[config.mk]
export PLATFORM = sky130hd
export DESIGN_NAME = dtcv_ctrl
export DESIGN_NICKNAME = d
export VERILOG_FILES = /design/src/sv/dtcv_pkg.sv /design/src/sv/dtcv_ctrl.sv
export SDC_FILE = /design/constraint.sdc
export NUM_CORES = 1
export LEC_CHECK = 0
export BUFFER_PORTS_ARGS = -buffer_cell sky130_fd_sc_hd__buf_2
export CORE_AREA = 2 2 39 41
export DETAILED_ROUTE_END_ITERATION = 8
export DIE_AREA = 0 0 41 43
export PLACE_DENSITY = 0.51
export RECOVER_POWER = 100
export SETUP_SLACK_MARGIN = 0.1
export SLEW_MARGIN = 20
export SYNTH_ARGS = -nofsm -noshare
export SYNTH_HDL_FRONTEND = slang
export SYNTH_SLANG_ARGS = --single-unit
export TNS_END_PERCENT = 30
[constraint.sdc]
create_clock -name clock -period 1.4 [get_ports clock]
set_clock_uncertainty 0.15 [all_clocks]
set_input_delay 0 -clock clock [delete_from_list [all_inputs] [get_ports clock]]
set_output_delay 0 -clock clock [all_outputs]
set_load 0.01 [all_outputs]
[src/sv/dtcv_pkg.sv]
`default_nettype none
package dtcv_pkg;
   localparam int DELAY_DEPTH_DEF  = 2048;
   localparam int SAMPLE_WIDTH_DEF = 24;

   localparam int CFG_WIDTH = 17;
   localparam int CFG_INDEX_WIDTH = 2;
   localparam logic [CFG_INDEX_WIDTH-1:0] REG_TARGET = 2'd0;
   localparam logic [CFG_INDEX_WIDTH-1:0] REG_WET    = 2'd1;
   localparam logic [CFG_INDEX_WIDTH-1:0] REG_SCALE  = 2'd2;

   localparam logic [16:0] ONE_Q16     = 17'd65536;
   localparam logic [16:0] TARGET_RST  = 17'd27591;
   localparam logic [16:0] WET_RST     = 17'd65536;
   localparam logic [10:0] SCALE_RST   = 11'd256;
   localparam logic [10:0] SCALE_MIN   = 11'd256;
   localparam logic [10:0] SCALE_MAX   = 11'd1024;
   localparam logic [32:0] CTRL_RST    = 33'd1808181232;
   localparam logic [24:0] SMOOTH_KEEP = 25'd16772183;
   localparam logic [12:0] SMOOTH_K    = 13'd5033;
   localparam logic [6:0]  A_GAIN      = 7'd77;
   localparam logic [17:0] A_BIAS      = 18'd209715;
   localparam logic [17:0] B_GAIN      = 18'd252314;
   localparam logic [21:0] B_BIAS      = 22'd2686976;
   localparam logic [12:0] WT_A_OUTER  = 13'd7021;
   localparam logic [14:0] WT_A_MID    = 15'd17957;
   localparam logic [15:0] WT_B_OUTER  = 16'd37842;
   localparam logic [15:0] WT_B_MID    = 16'd41222;

   typedef enum logic [3:0] {
      ST_IDLE, ST_CTRL, ST_SQUARE, ST_AQ, ST_DELAY, ST_WRITE, ST_TAP0, ST_TAP1,
      ST_TAP2, ST_TAP3, ST_TAP4, ST_TAP5, ST_DRAIN, ST_MIX, ST_OUT
   } state_type;

   typedef struct packed {
      logic load;    // capture the input item
      logic ctrl;    // update smoothed control
      logic square;  // square of the rounded control
      logic aq;      // delay A before scaling
      logic delay;   // second delay product
      logic write;   // store the sample
      logic rd;      // issue a tap read
      logic [2:0] tap;
      logic acc;     // accumulate the read data from the previous cycle
      logic mix;     // wet/dry mix and output register load
   } cmd_type;
endpackage
`default_nettype wire

[src/sv/dtcv_ctrl.sv]
`default_nettype none
module dtcv_ctrl import dtcv_pkg::*; (
   input  wire logic clock,
   input  wire logic reset,
   input  wire logic in_valid,
   output logic      in_ready,
   input  wire logic out_busy,
   output cmd_type   cmd
);
   state_type state_ff, state_in;

   always_ff @(posedge clock) begin
      if (reset) state_ff <= ST_IDLE;
      else state_ff <= state_in;
   end

   always_comb begin
      state_in = state_ff;
      cmd = '0;
      in_ready = 1'b0;
      case (state_ff)
         ST_IDLE: begin
            in_ready = 1'b1;
            if (in_valid) begin
               cmd.load = 1'b1;
               state_in = ST_CTRL;
            end
         end
         ST_CTRL: begin cmd.ctrl = 1'b1; state_in = ST_SQUARE; end
         ST_SQUARE: begin cmd.square = 1'b1; state_in = ST_AQ; end
         ST_AQ: begin cmd.aq = 1'b1; state_in = ST_DELAY; end
         ST_DELAY: begin cmd.delay = 1'b1; state_in = ST_WRITE; end
         ST_WRITE: begin cmd.write = 1'b1; state_in = ST_TAP0; end
         ST_TAP0: begin cmd.rd = 1'b1; cmd.tap = 3'd0; state_in = ST_TAP1; end
         ST_TAP1: begin
            cmd.rd = 1'b1; cmd.tap = 3'd1; cmd.acc = 1'b1; state_in = ST_TAP2;
         end
         ST_TAP2: begin
            cmd.rd = 1'b1; cmd.tap = 3'd2; cmd.acc = 1'b1; state_in = ST_TAP3;
         end
         ST_TAP3: begin
            cmd.rd = 1'b1; cmd.tap = 3'd3; cmd.acc = 1'b1; state_in = ST_TAP4;
         end
         ST_TAP4: begin
            cmd.rd = 1'b1; cmd.tap = 3'd4; cmd.acc = 1'b1; state_in = ST_TAP5;
         end
         ST_TAP5: begin
            cmd.rd = 1'b1; cmd.tap = 3'd5; cmd.acc = 1'b1; state_in = ST_DRAIN;
         end
         ST_DRAIN: begin cmd.acc = 1'b1; state_in = ST_MIX; end
         ST_MIX: begin
            if (!out_busy) begin
               cmd.mix = 1'b1;
               state_in = ST_IDLE;
            end
         end
         default: state_in = ST_IDLE;
      endcase
   end
endmodule
`default_nettype wire

# Word-level counts from Yosys, hierarchy flattened
# Cells that the tools add are included.
# word_totals
reg_bits,4
input_bits,4
out_inout_bits,13
wordCells,34
# classes
eq_ne,15
muxes,15
n_reduce_logical,3
# op_table
cell,n
4-bit case mux with 14 select lines,1
"4-bit == test, second input constant",6
4-bit case mux with 6 select lines,1
"4-bit by 3-bit == test with 1-bit output, second input constant",4
1-bit two-way mux,11
"4-bit by 2-bit == test with 1-bit output, second input constant",2
4-bit two-way mux,2
6-bit OR reduction,1
"4-bit by 1-bit == test with 1-bit output, second input constant",1
4-bit logical NOT,1
"2-bit inequality test, second input constant",2
2-bit AND reduction,1

# Depth between registers and ports, before layout
# Gate-level depths: netlist (run 1).
# depth
word_depth,3
ltp_mapped,4
mapped_depth_nobuf,3

# Worst setup path after synthesis (run 1)
# No wires, ideal clock.
# synth_path
kind,reg2reg
from,register state_ff[0]
to,register state_ff[0]
setup_time_ns,0.124
t_arrival_ns,1.203
setup_slack_ns,-0.077
stages_incl_launch_ff,5
path_buffers,1
period_less_slack_ns,1.477
path_cell_list,dfxtp_1 > buf_2 > nor4_1 > a21o_1 > a211oi_1
# synth_via
elab_chain_cells,3
word_cells_on_any_way,18
classes_between,eq/ne: 15; mux: 1; reduce/logical: 2
# synth_lines
item,line,text
start: declaration,dtcv_ctrl.sv:10,"state_type state_ff, state_in;"
start signal: assignment,dtcv_ctrl.sv:14,else state_ff <= state_in;
4-bit == test or 4-bit logical NOT (tied branches),dtcv_ctrl.sv:21,case (state_ff)
2-bit inequality test (no line),-,
2-bit AND reduction (no line),-,
# Several ways; a longest one is shown, not always the timed one.
# A chain may end at the register's enable or synchronous reset.

==> results of run 1 <==
==> layout make-up <==
cell class / instances / share of cell area
Timing Repair Buffer: 23 / 0.275
Clock buffer: 3 / 0.0458
Sequential cell: 4 / 0.178
Tap cell: 16 / 0.0407
Multi-Input combinational cell: 34 / 0.445
Inverter: 2 / 0.0153
==> metal layers <==
layer,wire length [um],track usage
met1,409,0.147
met2,363,0.150
met3,72,0.0628
met4,0,0.0200
met5,0,0
==> cell families (layout without fill, tap and decap cells) <==
| kind of cell | after synthesis | count (layout) | share of synthesized area |
|---|---|---|---|
| AND/OR/NAND/NOR | 24 | 24 | 0.406 |
| AO/OA/AOI/OAI | 9 | 9 | 0.193 |
| buffers and inverters | 6 | 28 | 0.111 |
| flip-flops | 4 | 4 | 0.262 |
| XOR/XNOR | 1 | 1 | 0.0287 |
==> layout by cell type, fill, tap and decap left out, types with 2 or more instances in the layout <==
cell type,Yosys,routed
nor2_1,4,3
and2_1,2,2
o21ai_0,2,2
nand2_1,4,2
dlygate4sd3_1,0,3
clkbuf_4,0,3
clkbuf_1,0,5
nand2_2,0,2
dfxtp_2,0,3
clkbuf_2,1,2
nor3_2,0,2
buf_2,2,10
nand2b_1,3,3
nor3_1,6,4
buf_4,0,2
==> worst max path at each step <==
| stage | start | end | slack, ns | depth (start not counted) |
|---|---|---|---|---|
| 2_1_floorplan | state_ff[3]$_SDFFE_PP0P_ | cmd[2] | 0.09 | 4 |
| 3_3_place_gp | state_ff[2]$_SDFFE_PP0P_ | cmd[2] | 0.11 | 4 |
| 3_5_place_dp | state_ff[2]$_SDFFE_PP0P_ | cmd[2] | 0.10 | 4 |
| 4_1_cts | state_ff[2]$_SDFFE_PP0P_ | cmd[2] | -0.03 | 4 |
| 5_1_grt | state_ff[3]$_SDFFE_PP0P_ | cmd[11] | -0.06 | 3 |
| 6_report | state_ff[2]$_SDFFE_PP0P_ | cmd[2] | 0.02 | 4 |
==> worst register-to-register path: stages, from the launching register on <==
cell and delay (ns):
dfxtp_2 0.38, or2b_1 0.18, clkbuf_1 0.15, a2bb2oi_1 0.20
a31oi_1 0.09
==> stage by stage <==
stage	cells	util	hold slack, ns	power [uW]
2_1_floorplan	44	-	-0.0956	302
3_3_place_gp	74	0.289	0.0791	375
3_5_place_dp	74	0.289	0.0711	376
4_1_cts	82	0.354	0.347	547
5_1_grt	82	0.355	0.378	589
6_report	82	0.355	0.361	539
==> repair_timing <==
action / in CTS / in global routing
endpoints found under the hold margin: 4 / 0
endpoints found under the setup margin: 11 / 12
setup buffers: 2 / 0
gates resized for setup: 8 / 5
hold buffers: 3 / 0
pin swaps: 4 / 3
==> report_power, final <==
group / internal, uW / leakage, uW / switching (uW)
Clock: 95.5 / 0.0000138 / 41.8
Combinational: 104 / 0.000170 / 124
Sequential: 136 / 0.0000347 / 37.9
==> impl_metrics.py, run 1 <==
metrics = {
    "finish": {
        "syn_to_final_growth_pct": 61.1,
        "multiInputGateArea_sq_um": 219,
        "final_layout_size_suffix_gt1_frac": 0.455,
        "fillers": 160,
        "fin_nets": 72,
        "seqCellArea_sq_um": 87.6,
        "largest_reg_flops": 4,
        "antenna_cells": 0,
        "fin_area_sq_um": 492,
        "largest-register": "state_ff",
        "reg_top3": "state_ff (4)",
    },
    "critical_path": {
        "reg2reg_slack_ns": 0.12,
        "reg2regPathDepth": 4,
        "path_class": "reg2out",
        "endpoint_kind": "output port",
        "critPathRequiredTime_ns": 1.25,
        "cp_top_family": "simple AND/OR/NAND/NOR gates",
        "worstReg2RegEnd": "state_ff[3]$_SDFFE_PP0P_",
        "timing.rr.start": "state_ff[3]$_SDFFE_PP0P_",
        "cp_cell_sequence": "or2b_1, o21ai_2, and2_1, buf_2",
        "critPathBufInv": 1,
        "crit_fanout": 5,
        "slowest_stage": "dfxtp_4",
        "arrival_ns": 1.23,
        "cp-start-kind": "flop",
        "max_stage_delay_ns": 0.35,
    },
    "power": {
        "cellPowerDensity_nw_per_um2": 1100,
        "peakVddDrop_mv": 0.546,
        "power_leakage_uw": 0.000218,
    },
    "yosys": {
        "synthCells": 44,
        "synth_edf_count": 0,
        "yosys-top-cells-area": "dfxtp_1 (26%), nor3_1 (9.8%), nand2b_1 (6.1%)",
        "synthArstFlopShare": 0,
        "syn_area_sq_um": 305,
        "yosys-top-cells-count": "nor3_1 (6), dfxtp_1 (4), nand2_1 (4), nor2_1 (4), nand2b_1 (3)",
        "synth_top_area_frac": 0.262,
        "synthFlopType": "dfxtp_1",
        "ys_types": 24,
        "synth_nets": 48,
        "ys_ff_latch": 4,
        "ys.warnings.count": 0,
        "synth_most_common_cell": "nor3_1",
        "seq_area_frac_synth": 0.262,
        "postSynthAreaPerCell_sq_um": 6.94,
        "yosysTopAreaCell": "dfxtp_1",
    },
    "clock_tree": {
        "clkSinkCount": 4,
        "clk_latency_ns": 0.23,
        "htree_levels": 1,
        "clkTransAtPathRegs_ns": 0.03,
        "cts_made_buffers": 3,
        "cts_root_buf": "clkbuf_4",
        "cts_buffer_depth": 2,
        "cts_tree": "yes",
    },
    "sta": {
        "setup_viol": 0,
        "slew_violations": 0,
        "tns_ns": 0,
        "fin_crit_ns": 1.38,
        "fmax_mhz": 726,
        "fin_crit_sh": 0.984,
        "hold_viol": 0,
        "rsz0062_at_grt": "true",
        "layout_setup_ws_ns": 0.0225,
        "slew_headroom": 0.811,
        "tightest_slew_ns": 0.282,
    },
    "detailed_routing": {
        "vias_per_cell": 4.60,
        "drt_wl_total_um": 845,
        "drt_iter0_markers": 4,
        "via_count": 377,
        "drc": 0,
        "wl_per_cell_um": 10.3,
        "ant_nets": 0,
        "drt_pass1_iterations": 2,
    },
    "die": {
        "num_io_pins": 17,
        "core_sq_um": 1380,
        "die_x_um": 41,
        "die_h_um": 43,
        "dieArea_sq_um": 1760,
        "start_util": 0.221,
        "rows": 14,
    },
    "global_route": {
        "grtUsageTotal": 0.109,
        "grt_max_degree": 11,
        "grt_pass1_vias": 317,
        "antenna_found_initial": 0,
        "gr-total-overflow": 0,
        "grt_pass1_wl_mm": 1.31,
    },
    "flow_run": {
        "cap_violations": 0,
    },
    "status": {
        "status": "finished, final reports clean",
    },
    "worst_hold_path": {
        "hold_depth": 3,
        "hp-class": "in2reg",
        "hold_start": "reset",
        "hold_end": "state_ff[1]$_SDFFE_PP0P_",
    },
    "place": {
        "dp_hpwl_um": 670,
        "gp_congestion": 0.793,
        "place_area_sq_um": 400,
        "post-place-ws_ns": 0.104,
        "portBuffers": 16,
    },
}
(Power assumes the default switching activity.)
==> run 2, diff against run 1 <==
--- a/config.mk
+++ b/config.mk
@@ -5,11 +5,12 @@
 export SDC_FILE = /design/constraint.sdc
 export NUM_CORES = 1
 export LEC_CHECK = 0
+export ABC_AREA = 1
 export BUFFER_PORTS_ARGS = -buffer_cell sky130_fd_sc_hd__buf_2
 export CORE_AREA = 2 2 39 41
 export DETAILED_ROUTE_END_ITERATION = 8
 export DIE_AREA = 0 0 41 43
-export PLACE_DENSITY = 0.51
+export PLACE_DENSITY = 0.52
 export RECOVER_POWER = 100
 export SETUP_SLACK_MARGIN = 0.1
 export SLEW_MARGIN = 20
==> impl_metrics.py, run 2 <==
metrics = {
    "sta": {
        "tightest_slew_ns": 0.189,
        "fmax_mhz": 757,
        "fin_crit_sh": 0.944,
        "hold_viol": 0,
        "rsz0062_at_grt": "true",
        "hold_ws_ns": 0.0383,
        "slew_violations": 0,
        "fin_crit_ns": 1.32,
        "slew_headroom": 0.873,
        "setup_viol": 0,
    },
    "finish": {
        "reg_top3": "state_ff (4)",
        "mostFrequentLayoutCells": "buf_2 (16), nor2_1 (11), nand2_1 (7)",
        "syn_to_final_growth_pct": 54.3,
        "final_layout_size_suffix_gt1_frac": 0.553,
        "largest_reg_flops": 4,
        "fillers": 169,
        "antenna_cells": 0,
        "largest-register": "state_ff",
        "fin_nets": 82,
        "layout_commonest_cell": "buf_2",
        "final_util": 0.360,
    },
    "critical_path": {
        "critPathLaunch": "state_ff[2]$_SDFFE_PP0P_",
        "reg2reg_slack_ns": 0.28,
        "timing.rr.start": "state_ff[3]$_SDFFE_PP0P_",
        "critPathRequiredTime_ns": 1.25,
        "crit_fanout": 5,
        "reg2regPathDepth": 5,
        "cp-start-kind": "flop",
        "worstReg2RegEnd": "state_ff[0]$_SDFFE_PP0P_",
        "path_class": "reg2out",
        "arrival_ns": 1.17,
        "cp-endpoint": "cmd[2]",
        "endpoint_kind": "output port",
    },
    "yosys": {
        "synth_most_common_cell": "nor2_1",
        "synthCells": 55,
        "synthFlopType": "dfxtp_1",
        "synth_edf_count": 0,
        "postSynthAreaPerCell_sq_um": 5.87,
        "yosysTopAreaCell": "dfxtp_1",
        "yosys-top-cells-area": "dfxtp_1 (25%), nor2_1 (14%), nand2_1 (8.1%)",
        "ys_types": 15,
        "synth_top_area_frac": 0.248,
        "synth_nets": 59,
        "ys.warnings.count": 0,
        "synthArstFlopShare": 0,
        "seq_area_frac_synth": 0.248,
        "syn_area_sq_um": 323,
        "yosys-top-cells-count": "nor2_1 (12), nand2_1 (7), inv_1 (5), inv_2 (5), nand3_1 (5)",
        "ys_ff_latch": 4,
    },
    "power": {
        "seq_power_share": 0.337,
        "clock_power_share": 0.326,
        "power_leakage_uw": 0.000262,
        "peakVddDrop_mv": 0.434,
        "power_switching_uw": 151,
        "combPwrFrac": 0.337,
        "cellPowerDensity_nw_per_um2": 861,
        "switching_share": 0.352,
        "intPower_uw": 278,
    },
    "detailed_routing": {
        "drt_pass1_iterations": 5,
        "drt_iter0_markers": 6,
        "drc": 0,
        "wl_per_cell_um": 8.80,
        "ant_nets": 0,
        "vias_per_cell": 4.33,
        "via_count": 398,
        "drt_wl_total_um": 810,
    },
    "clock_tree": {
        "post-cts-setup-buffer-count": 0,
        "cts_root_buf": "clkbuf_4",
        "clkSinkCount": 4,
        "clkTransAtPathRegs_ns": 0.04,
        "clk_latency_ns": 0.23,
        "cts_buffer_depth": 2,
        "cts_made_buffers": 3,
        "htree_levels": 1,
        "cts_tree": "yes",
    },
    "die": {
        "num_io_pins": 17,
        "start_util": 0.233,
        "die_h_um": 43,
        "die_x_um": 41,
        "dieArea_sq_um": 1760,
        "core_sq_um": 1380,
        "rows": 14,
    },
    "place": {
        "dp_hpwl_um": 657,
        "gp_congestion": 0.773,
        "portBuffers": 16,
    },
    "global_route": {
        "grtUsageTotal": 0.109,
        "gr-total-overflow": 0,
        "grt_pass1_wl_mm": 1.26,
        "grt_pass1_vias": 331,
        "antenna_found_initial": 0,
        "grt_max_degree": 7,
    },
    "status": {
        "status": "finished, final reports clean",
    },
    "worst_hold_path": {
        "hp-class": "in2reg",
    },
    "flow_run": {
        "cap_violations": 0,
    },
}
==> run 2: cell types whose count changed after synthesis, sizes merged, moves of 2 or more <==
| cell | previous run | this run |
|---|---|---|
| nand2 | 4 | 12 |
| nand3 | 1 | 6 |
| nand2b | 3 | 0 |
| nor3 | 6 | 3 |
| nor2 | 4 | 16 |
| inv | 2 | 10 |
| and2 | 2 | 0 |
| buf | 3 | 0 |
==> run 2: per-stage QoR <==
stage                     power, uW  setup TNS (ns)  std cells  setup slack (ns)  instance area, sq um
after floorplan                 232               0         55             0.279                   323
after global placement          278               0         87             0.176                   423
after detailed placement        277               0         87             0.193                   423
after CTS                       430               0         92            0.0551                   472
after global routing            464         -0.0130         92           -0.0130                   498
final                           429               0         92            0.0788                   498
==> run 2: metal layers <==
layer	routed length, um	GRT usage	vias to the layer above
li1	-	-	213
met1	375	0.129	172
met2	384	0.159	11
met3	31	0.0314	2
met4	19	0.0800	0
met5	0	0	-
==> run 2: worst min-delay path by stage <==
stage,startpoint,end,cells after the start
3_3_place_gp,reset,state_ff[1]$_SDFFE_PP0P_,2
3_5_place_dp,reset,state_ff[1]$_SDFFE_PP0P_,2
6_report,in_valid,state_ff[0]$_SDFFE_PP0P_,5
5_1_grt,in_valid,state_ff[0]$_SDFFE_PP0P_,5
2_1_floorplan,out_busy,cmd[0],1
4_1_cts,in_valid,state_ff[0]$_SDFFE_PP0P_,5
==> run 2: cell type report <==
type                            instances  area, sq um  share of cell area
Inverter                               11         46.3              0.0930
Clock buffer                            3         22.5              0.0452
Multi-Input combinational cell         40          214               0.430
Tap cell                               16         20.0              0.0402
Sequential cell                         4         95.1               0.191
Timing Repair Buffer                   18          100               0.201
==> run 2: power groups by stage <==
| stage | combinational, uW | sequential, uW | clock, uW |
|---|---|---|---|
| finish | 145 | 144 | 140 |
| global route | 157 | 145 | 162 |
| global placement | 135 | 143 | 0 |
| detailed placement | 134 | 142 | 0 |
| floorplan | 92.9 | 140 | 0 |
| CTS | 140 | 142 | 148 |
==> run 2: cells by family (layout without fill, tap and decap cells) <==
group | count (synthesis) | in the layout | share of synthesized area
AO/OA/AOI/OAI | 3 | 3 | 0.0581
buffers and inverters | 11 | 32 | 0.128
flip-flops | 4 | 4 | 0.248
AND/OR/NAND/NOR | 37 | 37 | 0.566
==> run 2: repair_timing <==
action                                  in CTS  in global routing
gates cloned                                 0                  0
endpoints found under the hold margin        4                  0
endpoints found under the setup margin       5                 10
pin swaps                                    0                  1
gates resized for setup                      4                 10
hold buffers                                 2                  0
==> run 2: critical path, cell delays in order (launching register included) <==
cell and delay (ns):
dfxtp_4 0.37, inv_4 0.04, nor2_4 0.10, inv_2 0.05, o21ai_2 0.14, inv_2 0.04
nor2_1 0.07, buf_2 0.13
